`src/hdl/hfs_pkg.sv`:
```
`timescale 1ns / 1ps
// ----------------------------------------------------------------------------
// hfs_pkg
// Shared types, codes and helpers of the heartbeat fail-safe scheduler.
// ----------------------------------------------------------------------------
package hfs_pkg;

  localparam int EPOCH_WIDTH = 40;
  localparam int US_W        = 64;
  localparam int SECS_W      = 32;
  localparam int MULT_W      = 20;
  localparam int THR_W       = SECS_W + MULT_W;
  localparam int ADDR_W      = 6;
  localparam int DATA_W      = 64;

  localparam logic [MULT_W-1:0] USEC_PER_SEC = MULT_W'(1000000);

  typedef enum logic [2:0] {
    ST_NA        = 3'd0,
    ST_GUARD     = 3'd1,
    ST_PFAIL     = 3'd2,
    ST_UNTRUSTED = 3'd3,
    ST_WAIT      = 3'd4,
    ST_DUE       = 3'd5,
    ST_COMMITTED = 3'd6
  } status_t;

  typedef enum logic [2:0] {
    CMD_EVAL = 3'd0,
    CMD_ARM  = 3'd1,
    CMD_DONE = 3'd2,
    CMD_FAIL = 3'd3,
    CMD_ACK  = 3'd4
  } cmd_t;

  typedef enum logic [2:0] {
    REG_MAX_FAILURES = 3'd0,
    REG_MAX_AGE      = 3'd1,
    REG_PERIOD       = 3'd2,
    REG_MIN_ADVANCE  = 3'd3,
    REG_EPOCH_LOW    = 3'd4,
    REG_EPOCH_HIGH   = 3'd5
  } reg_idx_t;

  localparam logic [7:0]             RST_MAX_FAILURES = 8'd3;
  localparam logic [SECS_W-1:0]      RST_MAX_AGE_S    = SECS_W'(300);
  localparam logic [SECS_W-1:0]      RST_PERIOD_S     = SECS_W'(60);
  localparam logic [SECS_W-1:0]      RST_MIN_ADVANCE  = SECS_W'(30);
  localparam logic [EPOCH_WIDTH-1:0] RST_EPOCH_LOW    = EPOCH_WIDTH'(64'd1704067200);
  localparam logic [EPOCH_WIDTH-1:0] RST_EPOCH_HIGH   = EPOCH_WIDTH'(64'd4102444800);
  localparam logic [THR_W-1:0]       RST_MAX_AGE_US   = THR_W'(64'd300000000);
  localparam logic [THR_W-1:0]       RST_PERIOD_US    = THR_W'(64'd60000000);

  typedef struct packed {
    logic [7:0]             max_failures;
    logic [THR_W-1:0]       max_age_us;
    logic [THR_W-1:0]       period_us;
    logic [SECS_W-1:0]      min_advance_s;
    logic [EPOCH_WIDTH-1:0] epoch_low_s;
    logic [EPOCH_WIDTH-1:0] epoch_high_s;
  } cfg_t;

  typedef struct packed {
    cmd_t                   command;
    logic [US_W-1:0]        now_us;
    logic [EPOCH_WIDTH-1:0] epoch_in_s;
    logic                   outcome_uncertain;
    logic                   guard_active;
    logic                   session_active;
    logic                   grant_active;
    logic                   time_trusted;
    logic                   floor_valid;
    logic [EPOCH_WIDTH-1:0] floor_epoch_s;
  } req_t;

  typedef struct packed {
    status_t                status;
    logic                   commit_pulse;
    logic [EPOCH_WIDTH-1:0] commit_epoch_s;
    logic                   guard_needed;
    logic                   failsafe_needed;
  } res_t;

  // elapsed time since anchor (zero if clock has not moved on) against threshold
  function automatic logic span_reached(input logic [US_W-1:0] anchor,
                                        input logic [US_W-1:0] now,
                                        input logic [THR_W-1:0] thr);
    logic [US_W-1:0] diff;
    diff = (now > anchor) ? (now - anchor) : '0;
    return diff >= US_W'(thr);
  endfunction

endpackage

```
`src/hdl/hfs_cfg.sv`:
```
`timescale 1ns / 1ps
// ----------------------------------------------------------------------------
// hfs_cfg
// APB register file; second thresholds are scaled to microseconds on write.
// ----------------------------------------------------------------------------
module hfs_cfg (
  input  logic                       clk,
  input  logic                       rst,
  input  logic                       psel,
  input  logic                       penable,
  input  logic                       pwrite,
  input  logic [hfs_pkg::ADDR_W-1:0] paddr,
  input  logic [hfs_pkg::DATA_W-1:0] pwdata,
  output logic [hfs_pkg::DATA_W-1:0] prdata,
  output logic                       pready,
  output hfs_pkg::cfg_t              cfg
);
  import hfs_pkg::*;

  logic [7:0]             max_failures;
  logic [SECS_W-1:0]      max_age_s;
  logic [SECS_W-1:0]      period_s;
  logic [SECS_W-1:0]      min_advance_s;
  logic [EPOCH_WIDTH-1:0] epoch_low_s;
  logic [EPOCH_WIDTH-1:0] epoch_high_s;
  logic [THR_W-1:0]       max_age_us;
  logic [THR_W-1:0]       period_us;
  logic [THR_W-1:0]       scaled;
  logic                   wr;
  reg_idx_t               idx;

  assign pready = 1'b1;
  assign wr     = psel && penable && pwrite;
  assign idx    = reg_idx_t'(paddr[ADDR_W-1:3]);
  assign scaled = THR_W'(pwdata[SECS_W-1:0]) * THR_W'(USEC_PER_SEC);

  always_ff @(posedge clk) begin
    if (rst) begin
      max_failures  <= RST_MAX_FAILURES;
      max_age_s     <= RST_MAX_AGE_S;
      period_s      <= RST_PERIOD_S;
      min_advance_s <= RST_MIN_ADVANCE;
      epoch_low_s   <= RST_EPOCH_LOW;
      epoch_high_s  <= RST_EPOCH_HIGH;
      max_age_us    <= RST_MAX_AGE_US;
      period_us     <= RST_PERIOD_US;
    end else if (wr) begin
      unique case (idx)
        REG_MAX_FAILURES: max_failures <= pwdata[7:0];
        REG_MAX_AGE: begin
          max_age_s  <= pwdata[SECS_W-1:0];
          max_age_us <= scaled;
        end
        REG_PERIOD: begin
          period_s  <= pwdata[SECS_W-1:0];
          period_us <= scaled;
        end
        REG_MIN_ADVANCE: min_advance_s <= pwdata[SECS_W-1:0];
        REG_EPOCH_LOW:   epoch_low_s   <= pwdata[EPOCH_WIDTH-1:0];
        REG_EPOCH_HIGH:  epoch_high_s  <= pwdata[EPOCH_WIDTH-1:0];
        default: ;
      endcase
    end
  end

  always_comb begin
    unique case (idx)
      REG_MAX_FAILURES: prdata = DATA_W'(max_failures);
      REG_MAX_AGE:      prdata = DATA_W'(max_age_s);
      REG_PERIOD:       prdata = DATA_W'(period_s);
      REG_MIN_ADVANCE:  prdata = DATA_W'(min_advance_s);
      REG_EPOCH_LOW:    prdata = DATA_W'(epoch_low_s);
      REG_EPOCH_HIGH:   prdata = DATA_W'(epoch_high_s);
      default:          prdata = '0;
    endcase
  end

  assign cfg.max_failures  = max_failures;
  assign cfg.max_age_us    = max_age_us;
  assign cfg.period_us     = period_us;
  assign cfg.min_advance_s = min_advance_s;
  assign cfg.epoch_low_s   = epoch_low_s;
  assign cfg.epoch_high_s  = epoch_high_s;

endmodule

```
`src/hdl/hfs_engine.sv`:
```
`timescale 1ns / 1ps
// ----------------------------------------------------------------------------
// hfs_engine
// Watchdog state and the combinational decision for one request.
// ----------------------------------------------------------------------------
module hfs_engine (
  input  logic          clk,
  input  logic          rst,
  input  logic          fire,
  input  hfs_pkg::req_t req,
  input  hfs_pkg::cfg_t cfg,
  output hfs_pkg::res_t res
);
  import hfs_pkg::*;

  logic                   armed, armed_next;
  logic [US_W-1:0]        retry_anchor_us, retry_anchor_us_next;
  logic [US_W-1:0]        durable_anchor_us, durable_anchor_us_next;
  logic                   have_epoch, have_epoch_next;
  logic [EPOCH_WIDTH-1:0] last_epoch_s, last_epoch_s_next;
  logic [7:0]             fail_count, fail_count_next;
  logic                   failsafe_latched, failsafe_latched_next;
  status_t                last_status, last_status_next;

  logic                   age_due, period_due, moved_on, sane;
  logic [EPOCH_WIDTH-1:0] base;
  logic [EPOCH_WIDTH-1:0] advance;

  always_ff @(posedge clk) begin
    if (rst) begin
      armed             <= 1'b0;
      retry_anchor_us   <= '0;
      durable_anchor_us <= '0;
      have_epoch        <= 1'b0;
      last_epoch_s      <= '0;
      fail_count        <= '0;
      failsafe_latched  <= 1'b0;
      last_status       <= ST_NA;
    end else if (fire) begin
      armed             <= armed_next;
      retry_anchor_us   <= retry_anchor_us_next;
      durable_anchor_us <= durable_anchor_us_next;
      have_epoch        <= have_epoch_next;
      last_epoch_s      <= last_epoch_s_next;
      fail_count        <= fail_count_next;
      failsafe_latched  <= failsafe_latched_next;
      last_status       <= last_status_next;
    end
  end

  // epoch floor: larger of committed and persisted
  always_comb begin
    base     = '0;
    moved_on = 1'b1;
    if (have_epoch) begin
      base = (req.floor_valid && req.floor_epoch_s > last_epoch_s) ?
             req.floor_epoch_s : last_epoch_s;
    end else if (req.floor_valid) begin
      base = req.floor_epoch_s;
    end
    advance = req.epoch_in_s - base;
    if (have_epoch || req.floor_valid) begin
      moved_on = (req.epoch_in_s > base) &&
                 (advance >= EPOCH_WIDTH'(cfg.min_advance_s));
    end
  end

  assign age_due    = span_reached(durable_anchor_us, req.now_us, cfg.max_age_us);
  assign period_due = span_reached(retry_anchor_us, req.now_us, cfg.period_us);
  assign sane       = req.time_trusted && (req.epoch_in_s >= cfg.epoch_low_s) &&
                      (req.epoch_in_s <= cfg.epoch_high_s);

  always_comb begin
    armed_next             = armed;
    retry_anchor_us_next   = retry_anchor_us;
    durable_anchor_us_next = durable_anchor_us;
    have_epoch_next        = have_epoch;
    last_epoch_s_next      = last_epoch_s;
    fail_count_next        = fail_count;
    failsafe_latched_next  = failsafe_latched;
    last_status_next       = last_status;
    res                    = '0;
    res.status             = ST_NA;

    unique case (req.command)
      CMD_EVAL: begin
        if (req.guard_active) begin
          res.status       = ST_GUARD;
          res.guard_needed = 1'b1;
        end else if (!req.session_active || !req.grant_active) begin
          res.status = ST_NA;
        end else if (armed && (fail_count >= cfg.max_failures || age_due)) begin
          res.status          = ST_PFAIL;
          res.failsafe_needed = !failsafe_latched;
        end else if (!sane) begin
          res.status = ST_UNTRUSTED;
        end else if (!armed || !period_due || !moved_on) begin
          res.status = ST_WAIT;
        end else begin
          res.status         = ST_DUE;
          res.commit_pulse   = 1'b1;
          res.commit_epoch_s = req.epoch_in_s;
        end
      end
      CMD_ARM: begin
        armed_next             = 1'b1;
        retry_anchor_us_next   = req.now_us;
        durable_anchor_us_next = req.now_us;
      end
      CMD_DONE: begin
        armed_next             = 1'b1;
        retry_anchor_us_next   = req.now_us;
        durable_anchor_us_next = req.now_us;
        if (!have_epoch || req.epoch_in_s > last_epoch_s) begin
          have_epoch_next   = 1'b1;
          last_epoch_s_next = req.epoch_in_s;
        end
        fail_count_next       = '0;
        failsafe_latched_next = 1'b0;
        last_status_next      = ST_COMMITTED;
      end
      CMD_FAIL: begin
        armed_next           = 1'b1;
        retry_anchor_us_next = req.now_us;
        if (req.outcome_uncertain) begin
          last_status_next = ST_GUARD;
        end else begin
          if (fail_count != 8'hFF) fail_count_next = fail_count + 8'd1;
          last_status_next = ST_PFAIL;
        end
      end
      CMD_ACK: begin
        failsafe_latched_next = 1'b1;
        last_status_next      = ST_PFAIL;
      end
      default: ;
    endcase

    if (req.command != CMD_EVAL) res.status = last_status_next;
  end

endmodule

```
`src/hdl/heartbeat_failsafe_scheduler_core.sv`:
```
`timescale 1ns / 1ps
// ----------------------------------------------------------------------------
// heartbeat_failsafe_scheduler_core
// Liveness heartbeat watchdog with fail-safe policy, one result per request.
// ----------------------------------------------------------------------------
// Takes one request per clock while req_stall is low and returns exactly one
// result per request: the request is captured in an input register, decided
// and applied to the watchdog state as it moves to the output register, and
// the result is held in the output register until taken. The sustained rate
// of one request per cycle, while results are not stalled, is set by the
// state update in the decision stage, so each request sees the state left
// by the one before it. Second thresholds are scaled to microseconds when
// the register is written. There is no clearing pass after reset.
module heartbeat_failsafe_scheduler_core (
  input  logic                            clk,
  input  logic                            rst,
  input  logic                            psel,
  input  logic                            penable,
  input  logic                            pwrite,
  input  logic [hfs_pkg::ADDR_W-1:0]      paddr,
  input  logic [hfs_pkg::DATA_W-1:0]      pwdata,
  output logic [hfs_pkg::DATA_W-1:0]      prdata,
  output logic                            pready,
  input  logic                            req_valid,
  output logic                            req_stall,
  input  logic [2:0]                      command,
  input  logic [63:0]                     now_us,
  input  logic [hfs_pkg::EPOCH_WIDTH-1:0] epoch_in_s,
  input  logic                            outcome_uncertain,
  input  logic                            guard_active,
  input  logic                            session_active,
  input  logic                            grant_active,
  input  logic                            time_trusted,
  input  logic                            floor_valid,
  input  logic [hfs_pkg::EPOCH_WIDTH-1:0] floor_epoch_s,
  output logic                            res_valid,
  input  logic                            res_stall,
  output logic [2:0]                      status,
  output logic                            commit_pulse,
  output logic [hfs_pkg::EPOCH_WIDTH-1:0] commit_epoch_s,
  output logic                            guard_needed,
  output logic                            failsafe_needed
);
  import hfs_pkg::*;

  cfg_t cfg;
  req_t stage, req_in;
  logic stage_valid, stage_valid_next;
  res_t res_comb, res;
  logic res_valid_next;
  logic advance, req_accept;

  hfs_cfg u_cfg (
    .clk     (clk),
    .rst     (rst),
    .psel    (psel),
    .penable (penable),
    .pwrite  (pwrite),
    .paddr   (paddr),
    .pwdata  (pwdata),
    .prdata  (prdata),
    .pready  (pready),
    .cfg     (cfg)
  );

  hfs_engine u_engine (
    .clk  (clk),
    .rst  (rst),
    .fire (stage_valid && advance),
    .req  (stage),
    .cfg  (cfg),
    .res  (res_comb)
  );

  assign req_in.command           = cmd_t'(command);
  assign req_in.now_us            = now_us;
  assign req_in.epoch_in_s        = epoch_in_s;
  assign req_in.outcome_uncertain = outcome_uncertain;
  assign req_in.guard_active      = guard_active;
  assign req_in.session_active    = session_active;
  assign req_in.grant_active      = grant_active;
  assign req_in.time_trusted      = time_trusted;
  assign req_in.floor_valid       = floor_valid;
  assign req_in.floor_epoch_s     = floor_epoch_s;

  assign advance    = !res_valid || !res_stall;
  assign req_stall  = stage_valid && !advance;
  assign req_accept = req_valid && !req_stall;

  always_comb begin
    stage_valid_next = stage_valid;
    if (req_accept)   stage_valid_next = 1'b1;
    else if (advance) stage_valid_next = 1'b0;
    res_valid_next = res_valid;
    if (advance) res_valid_next = stage_valid;
  end

  always_ff @(posedge clk) begin
    if (rst) begin
      stage_valid <= 1'b0;
      res_valid   <= 1'b0;
    end else begin
      stage_valid <= stage_valid_next;
      res_valid   <= res_valid_next;
    end
  end

  always_ff @(posedge clk) begin
    if (req_accept) stage <= req_in;
    if (advance && stage_valid) res <= res_comb;
  end

  assign status          = res.status;
  assign commit_pulse    = res.commit_pulse;
  assign commit_epoch_s  = res.commit_epoch_s;
  assign guard_needed    = res.guard_needed;
  assign failsafe_needed = res.failsafe_needed;

  a_commit_due: assert property (@(posedge clk) disable iff (rst)
    res_valid && commit_pulse |-> res.status == ST_DUE)
    else $error("commit without due status");

  a_failsafe_pfail: assert property (@(posedge clk) disable iff (rst)
    res_valid && failsafe_needed |-> res.status == ST_PFAIL)
    else $error("fail-safe outside persist-failed status");

  a_epoch_zero: assert property (@(posedge clk) disable iff (rst)
    res_valid && !commit_pulse |-> commit_epoch_s == '0)
    else $error("commit epoch without commit");

  a_no_stall_empty: assert property (@(posedge clk) disable iff (rst)
    !stage_valid |-> !req_stall)
    else $error("request stalled with empty input stage");

  a_stage_moves: assert property (@(posedge clk) disable iff (rst)
    stage_valid && !res_valid |=> res_valid)
    else $error("request lost between stages");

endmodule

```
`config.mk`:
```
export PLATFORM = sky130hd
export DESIGN_NAME = heartbeat_failsafe_scheduler_core
export DESIGN_NICKNAME = d
export VERILOG_FILES = /design/src/hdl/hfs_pkg.sv /design/src/hdl/hfs_cfg.sv /design/src/hdl/hfs_engine.sv /design/src/hdl/heartbeat_failsafe_scheduler_core.sv
export SDC_FILE = /design/constraint.sdc
export NUM_CORES = 2
export LEC_CHECK = 0
export BUFFER_PORTS_ARGS = -buffer_cell sky130_fd_sc_hd__clkbuf_2
export CAP_MARGIN = 20
export CORE_AREA = 2 2 361 256
export CTS_CLUSTER_SIZE = 12
export DETAILED_ROUTE_END_ITERATION = 10
export DIE_AREA = 0 0 363 258
export PLACE_DENSITY_LB_ADDON = 0.2
export SETUP_SLACK_MARGIN = 0.3
export SKIP_CTS_REPAIR_TIMING = 1
export SLEW_MARGIN = 0
export SYNTH_ARGS = -nofsm -noshare
export SYNTH_HDL_FRONTEND = slang
export SYNTH_HIERARCHICAL = 1
export SYNTH_SLANG_ARGS = --single-unit
```
`constraint.sdc`:
```
create_clock -name clk -period 8.6 [get_ports clk]
set_clock_uncertainty 0.1 [all_clocks]
set_input_delay 0.86 -clock clk [delete_from_list [all_inputs] [get_ports clk]]
set_output_delay 0.86 -clock clk [all_outputs]
set_load 0.01 [all_outputs]
```
Yosys cells after proc, flatten, opt, wreduce, memory -nomap -nowiden
Index checks and enable logic that the tools add are counted.

Register bits after elaboration: 659. Bits of input ports: 230. Output and inout bits: 113. Logic and storage cells: 145.

$add $sub $neg: 4. Multipliers: 1. $lt $le $gt $ge: 11. Equality and inequality tests: 12. Multiplexer cells: 31. Bitwise logic cells: 3. Reductions and logical operators: 50.

Operators with widths (number): 40-bit case mux with 6 select lines (1); 41-bit 2-to-1 mux (5); 64-bit by 52-bit greater-or-equal comparator with 1-bit output (2); 64-bit greater-than comparator (2); 64-bit 2-to-1 mux (2); 64-bit subtractor (2); 40-bit greater-than comparator (3); 40-bit 2-to-1 mux (3); 32-bit by 14-bit multiplier with 46-bit output, second input constant (1); 46-bit 2-to-1 mux (1); 40-bit by 32-bit greater-or-equal comparator with 1-bit output (1); 40-bit greater-or-equal comparator (1); 40-bit less-or-equal comparator (1); 40-bit subtractor (1); 2-bit AND reduction (9); 8-bit 2-to-1 mux (2); 8-bit case mux with 2 select lines (1); 3-bit 2-to-1 mux (5); 3-bit by 2-bit == test with 1-bit output, second input constant (4); 1-bit zero test (11); 1-bit logical AND (10); 3-bit == test, second input constant (3); 3-bit case mux with 3 select lines (1); 8-bit by 1-bit adder with 8-bit output, second input constant (1); other kinds (20) (39).

Longest topological paths before layout
Depth after elaboration: 17. Mapped depth: 39. Gate-level depth less buffers: 37.

Modules after synthesis
Netlist, hierarchy kept.

By module, submodules not included: hfs_engine (times used 1, cells an instance 3816, area an instance 26724.4 um^2, sequential area each 3643.5 um^2); hfs_cfg (times used 1, cells an instance 2169, area an instance 18236.2 um^2, sequential area each 5405.2 um^2); heartbeat_failsafe_scheduler_core (times used 1, cells an instance 209, area an instance 6062.1 um^2, sequential area each 6015.8 um^2).

Worst setup path after synthesis
No wires, ideal clock.

Kind: in2reg. Start point: input res_stall. End point: register stage[0] (netlist bit), enable pin. Data arrival time: 7.372 ns. Required time: 7.833 ns. Slack: 0.461 ns. Cell stages on the path: 3. Path through: nand3_2 -> inv_1 -> nor2_1.

Cells in the longest elaborated chain, start to end: 6.

RTL lines: from (decl) (line heartbeat_failsafe_scheduler_core.sv:37) `input logic res_stall,`; 1-bit zero test (line heartbeat_failsafe_scheduler_core.sv:86) `assign advance = !res_valid || !res_stall;`; 1-bit logical OR (line heartbeat_failsafe_scheduler_core.sv:86); 1-bit zero test (line heartbeat_failsafe_scheduler_core.sv:87) `assign req_stall = stage_valid && !advance;`; 1-bit logical AND (line heartbeat_failsafe_scheduler_core.sv:87); net req_stall (line heartbeat_failsafe_scheduler_core.sv:25) `output logic req_stall,`; 1-bit zero test (line heartbeat_failsafe_scheduler_core.sv:88) `assign req_accept = req_valid && !req_stall;`; 1-bit logical AND (line heartbeat_failsafe_scheduler_core.sv:88); net req_accept (line heartbeat_failsafe_scheduler_core.sv:51) `logic advance, req_accept;`; to (signal assigned) (line heartbeat_failsafe_scheduler_core.sv:109) `if (req_accept) stage <= req_in;`; to (decl) (line heartbeat_failsafe_scheduler_core.sv:47) `req_t stage, req_in;`.

The timed path passes the listed nets, and every way through them passes these cells. A chain may end at the register's enable or synchronous reset.

Final worst setup path
Start point: register stage[15] (netlist bit). End point: register res (netlist bit commit_epoch_s[12]), data pin.

Cells in the longest elaborated chain, start to end: 11. Elaborated cells on any way between the ends: 13.

RTL lines: 40-bit greater-than comparator (line hfs_engine.sv:56) `base = (req.floor_valid && req.floor_epoch_s > last_epoch_s) ?`; 1-bit logical AND (line hfs_engine.sv:56); 40-bit 2-to-1 mux (line hfs_engine.sv:56); 40-bit 2-to-1 mux (*) (line hfs_engine.sv:55) `if (have_epoch) begin`; 40-bit subtractor (line hfs_engine.sv:61) `advance = req.epoch_in_s - base;`; 40-bit by 32-bit greater-or-equal comparator with 1-bit output (line hfs_engine.sv:64) `(advance >= EPOCH_WIDTH'(cfg.min_advance_s));`; 1-bit logical AND (*) (line hfs_engine.sv:63) `moved_on = (req.epoch_in_s > base) &&`; 1-bit 2-to-1 mux (*) (line hfs_engine.sv:62) `if (have_epoch || req.floor_valid) begin`; 1-bit zero test (*) (line hfs_engine.sv:97) `end else if (!armed || !period_due || !moved_on) begin`; 1-bit logical OR (*) (line hfs_engine.sv:97); 6-bit OR reduction (no source line) (*); to (signal assigned) (line heartbeat_failsafe_scheduler_core.sv:110) `if (advance && stage_valid) res <= res_comb;`; to (decl) (line heartbeat_failsafe_scheduler_core.sv:49) `res_t res_comb, res;`.

Every way passes the cells marked *; elsewhere a longest branch is shown, timed or not.

==> flow_summary.html <==
<table>
<tr><th>Metric</th><th>Value</th></tr>
<tr><th colspan="2">Timing</th></tr>
<tr><td>Hold violation total from the final report</td><td>0</td></tr>
<tr><td>Endpoints failing setup</td><td>0</td></tr>
<tr><td>Slew at the pin closest to its max-slew limit</td><td>1.411 ns</td></tr>
<tr><td>Minimum clock period</td><td>approximately 8 ns</td></tr>
<tr><td>Max Fclk</td><td>124.6 MHz</td></tr>
<tr><td>Portion of the clock cycle consumed by the worst path in the final layout</td><td>93.32%</td></tr>
<tr><td>Final TNS setup</td><td>0 ns</td></tr>
<tr><td>Normalized max-slew margin</td><td>5.642%</td></tr>
<tr><td>Unrepaired setup endpoints after global routing</td><td>no</td></tr>
<tr><td>Final max-slew violation count</td><td>0</td></tr>
<tr><td>Worst Hold Slack</td><td>0.2647 ns</td></tr>
<tr><th colspan="2">Clock tree</th></tr>
<tr><td>Clock latency on the worst-skew pair</td><td>about 0.67 ns</td></tr>
<tr><td>Number of clock sinks</td><td>653</td></tr>
<tr><td>CTS tree</td><td>done</td></tr>
<tr><td>Cell at the root of the clock tree</td><td>clkbuf_16</td></tr>
<tr><td>Clock-pin slew on the worst setup and hold paths</td><td>0.06 ns</td></tr>
<tr><td>Maximum buffer depth of the clock tree</td><td>3</td></tr>
<tr><td>Total clock buffers created by CTS</td><td>71</td></tr>
<tr><td>Level count of the clock H-tree</td><td>3</td></tr>
<tr><th colspan="2">Flow run</th></tr>
<tr><td>Number of maximum-capacitance violations</td><td>0</td></tr>
<tr><th colspan="2">Detailed routing</th></tr>
<tr><td>Post-DR wirelength/cell</td><td>22.44 um</td></tr>
<tr><td>Uppermost metal layer occupied by signal nets</td><td>met5</td></tr>
<tr><td>Routed wire length</td><td>170500 um</td></tr>
<tr><td>Post-Route M1 WL</td><td>around 75000 um</td></tr>
<tr><td>Total length of routed met3 wires</td><td>16360 um</td></tr>
<tr><td>First-pass DRT Iterations</td><td>8</td></tr>
<tr><td>DRC violations left</td><td>0</td></tr>
<tr><td>Met2 layer wire length in the routed design</td><td>roughly 74000 um</td></tr>
<tr><td>Via count</td><td>between 40k and 50k</td></tr>
<tr><td>Post-DRT Antenna Nets</td><td>0</td></tr>
<tr><td>Number of DRC markers after the initial detailed-route iteration</td><td>5376</td></tr>
<tr><td>Via density</td><td>between 6 and 7</td></tr>
<tr><th colspan="2">Setup path</th></tr>
<tr><td>R2R Setup Slk</td><td>0.57 ns</td></tr>
<tr><td>Launching element type of the critical path</td><td>flop</td></tr>
<tr><td>Critical path launch point</td><td>stage[15]</td></tr>
<tr><td>Max stage delay on crit path</td><td>0.42 ns</td></tr>
<tr><td>Cells on worst reg2reg path</td><td>37</td></tr>
<tr><td>Worst Path Arrival</td><td>8.35 ns</td></tr>
<tr><td>Critical register-to-register path startpoint</td><td>stage[15]</td></tr>
<tr><td>Peak fanout along the critical path</td><td>19</td></tr>
<tr><td>Terminus of the critical flop-to-flop path</td><td>commit_epoch_s[12]</td></tr>
<tr><td>Data required time at the worst endpoint</td><td>just under 9 ns</td></tr>
<tr><td>Setup Crit Path Kind</td><td>flop to flop</td></tr>
<tr><td>Critical Path End Type</td><td>flop</td></tr>
<tr><td>Cell mode on critical path</td><td>buf_4</td></tr>
<tr><td>Max stage delay cell, worst path</td><td>edfxtp_1</td></tr>
<tr><td>Endpoint of the most critical setup path</td><td>commit_epoch_s[12]</td></tr>
<tr><th colspan="2">Yosys</th></tr>
<tr><td>Post-synth EDFFs</td><td>199</td></tr>
<tr><td>Seq/Total Area, Yosys</td><td>around 30%</td></tr>
<tr><td>Flop and latch count out of synthesis</td><td>653</td></tr>
<tr><td>Async set-reset flop share out of synthesis</td><td>0%</td></tr>
<tr><td>Average footprint of a synthesized cell</td><td>8.237 sq um</td></tr>
<tr><td>YS warnings</td><td>6</td></tr>
<tr><td>Mapped Area</td><td>roughly 50000 sq um</td></tr>
<tr><td>Most used flip-flop cell after synthesis</td><td>dfxtp_1</td></tr>
<tr><td>Post-synthesis cell count</td><td>6194</td></tr>
<tr><td>Number of distinct library cells after synthesis</td><td>100</td></tr>
<tr><th colspan="2">Floorplanning</th></tr>
<tr><td>Die boundary width</td><td>363 um</td></tr>
<tr><td>Io pins</td><td>between 300 and 400</td></tr>
<tr><td>Core Footprint</td><td>between 90000 and 100000 sq um</td></tr>
<tr><td>Std cell rows</td><td>93</td></tr>
<tr><td>Overall die height</td><td>258 um</td></tr>
<tr><td>Overall die area</td><td>between 90000 and 100000 sq um</td></tr>
<tr><td>Starting density of the core</td><td>56.29%</td></tr>
<tr><th colspan="2">GRT</th></tr>
<tr><td>Total global routing overflow</td><td>0</td></tr>
<tr><td>Antenna violations before repair</td><td>6</td></tr>
<tr><td>Global-route wire length before repair</td><td>between 200000 and 300000 um</td></tr>
<tr><td>Via count of the first global-routing pass</td><td>43.49k</td></tr>
<tr><td>Largest net degree at the start of global routing</td><td>231</td></tr>
<tr><td>Global router's overall resource usage</td><td>35.03%</td></tr>
<tr><th colspan="2">Power and ir drop</th></tr>
<tr><td>Leak pwr</td><td>about 23 nW</td></tr>
<tr><td>PwrDens</td><td>251.7 nW/um^2</td></tr>
<tr><td>Final total power</td><td>0.01414 W</td></tr>
<tr><td>Maximum vdd ir drop</td><td>0.4021 mV</td></tr>
<tr><th colspan="2">Worst hold path</th></tr>
<tr><td>Class of the most critical hold timing path</td><td>input pin to flop</td></tr>
<tr><td>Number of cells traversed by the worst hold path</td><td>1</td></tr>
<tr><th colspan="2">Place</th></tr>
<tr><td>Half-perimeter wire length after placement</td><td>roughly 130000 um</td></tr>
<tr><td>I/O Buffers</td><td>290</td></tr>
<tr><td>Number of cells in the design after placement</td><td>around 7.5k</td></tr>
<tr><td>Routability congestion estimate</td><td>1.010</td></tr>
<tr><th colspan="2">Finish</th></tr>
<tr><td>Number of nets in the layout</td><td>7354</td></tr>
<tr><td>Non-Filler Instances</td><td>7598</td></tr>
<tr><td>Area growth syn-to-layout</td><td>10.08%</td></tr>
<tr><td>Ratio of cells with drive above 1 in the final layout</td><td>10.02%</td></tr>
<tr><td>Layout filler cell count</td><td>7939</td></tr>
<tr><th colspan="2">Status</th></tr>
<tr><td>Outcome</td><td>finished, final reports clean</td></tr>
</table>
routing by layer:
metal | track usage (%) | vias to the layer above
met2 | 53.24 | 2218
met1 | 49.94 | 22110
met4 | 12.00 | 6
met5 | 0 | -
met3 | 6.464 | 312
li1 | - | 21900
how the worst min path moves through the flow:
stage / slack [ns] / from / end
3_5_place_dp: 0.35 / u_engine/retry_anchor_us[58] / u_engine/retry_anchor_us[58]
5_1_grt: 0.23 / now_us[57] / stage[143]
3_3_place_gp: 0.34 / u_cfg/max_age_s[7] / u_cfg/max_age_s[7]
6_report: 0.26 / now_us[11] / stage[97]
4_1_cts: 0.23 / now_us[57] / stage[143]
2_1_floorplan: 0.33 / u_engine/last_status[1] / u_engine/last_status[1]
Yosys cell counts (33+ instances only):
master | instances | area, sq um
fa_1 | 138 | 2763
buf_4 | 49 | 367.9
o211ai_1 | 40 | 300.3
a211oi_1 | 55 | 412.9
mux2_2 | 48 | 540.5
nand4_1 | 135 | 844.6
a31oi_1 | 41 | 256.5
or3_1 | 34 | 212.7
nor2b_1 | 34 | 212.7
nand2_1 | 956 | 3588
a22oi_1 | 51 | 382.9
xor2_1 | 80 | 700.7
o21ai_0 | 214 | 1071
nor2_1 | 435 | 1633
dfxtp_1 | 454 | 9089
nand3_1 | 70 | 350.3
o21bai_1 | 33 | 247.7
a21oi_1 | 640 | 3203
mux2i_1 | 93 | 930.9
inv_1 | 614 | 2305
nand3b_1 | 51 | 382.9
xnor2_1 | 94 | 823.3
ha_1 | 626 | 7833
and3_1 | 63 | 394.1
a21o_1 | 150 | 1126
clkbuf_1 | 249 | 934.7
edfxtp_1 | 199 | 5976
o21ai_1 | 33 | 165.2
o21a_1 | 47 | 352.8
nor3_1 | 71 | 355.3
kinds of logic (layout without fill, tap and decap cells):
family / Yosys count / after routing / share of synthesized area [%]
AOI/OAI and AO/OA: 1526 / 1529 / 18.67
adders and majority gates: 764 / 764 / 20.77
other: 2 / 39 / 0.01472
DFF: 653 / 653 / 29.53
muxes: 143 / 143 / 2.950
and+or+nand+nor: 1986 / 1986 / 17.61
buffers and inverters: 945 / 1122 / 7.420
xor gates and xnor gates: 175 / 175 / 3.041
critical path: cells and delay by family (launching register included):
| family | cells | cell delay, ns |
|---|---|---|
| fa+ha+maj | 3 | 1.02 |
| simple gates | 9 | 1.64 |
| compound gates | 14 | 2.43 |
| flops | 1 | 0.42 |
| mux | 1 | 0.36 |
| buf+inv | 9 | 1.61 |
| xor+xnor | 1 | 0.15 |
stage by stage:
step                      area (sq um)  utilization [%]  setup WS (ns)
after floorplan                  51150                -         0.4612
after global placement           53410            58.92        -0.2214
after detailed placement         53410            58.92        -0.2977
after CTS                        55610            61.35        -0.3544
after global routing             56160            61.96         0.2907
final                            56160            61.96         0.5743
layout make-up:
cell class / count / area [sq um] / area share [%]
diodes: 2 / 5.005 / 0.008911
clock buffers: 94 / 1933 / 3.442
clock inverters: 28 / 274.0 / 0.4879
inverters: 615 / 2308 / 4.110
multi-input cells: 4634 / 32750 / 58.31
flip-flops and latches: 653 / 15070 / 26.83
well taps: 1187 / 1485 / 2.644
repair buffers: 385 / 2345 / 4.175
where the power goes:
| group | internal [W] | leakage, nW | switching (W) |
|---|---|---|---|
| registers | 0.00328 | 5.63 | 0.000115 |
| logic | 0.00250 | 16.5 | 0.00523 |
| clock network | 0.00168 | 1.07 | 0.00134 |
registers in the layout, summed over array words and instances, names as in the netlist, 3 cells and up:
register and flops:
stage 153, u_engine/durable_anchor_us 64, u_engine/retry_anchor_us 64, u_cfg/max_age_us 43, u_cfg/period_us 43, commit_epoch_s 40, u_cfg/epoch_high_s 40, u_cfg/epoch_low_s 40
u_engine/last_epoch_s 40, u_cfg/max_age_s 32, u_cfg/min_advance_s 32, u_cfg/period_s 32, u_cfg/max_failures 8, u_engine/fail_count 8, status 3, u_engine/last_status 3
layout by cell type, fill, tap and decap left out, types with 69 or more instances in the layout:
cell / instances
clkbuf_2: 288
nand4_1: 135
nor2_1: 433
clkbuf_16: 73
buf_4: 83
inv_1: 614
nand2_1: 952
o21ai_0: 207
dfxtp_1: 452
edfxtp_1: 199
nor3_1: 69
a21oi_1: 628
a21o_1: 150
mux2i_1: 93
nand3_1: 69
xor2_1: 79
fa_1: 137
ha_1: 618
xnor2_1: 94
Power figures use the tool's default switching activity.
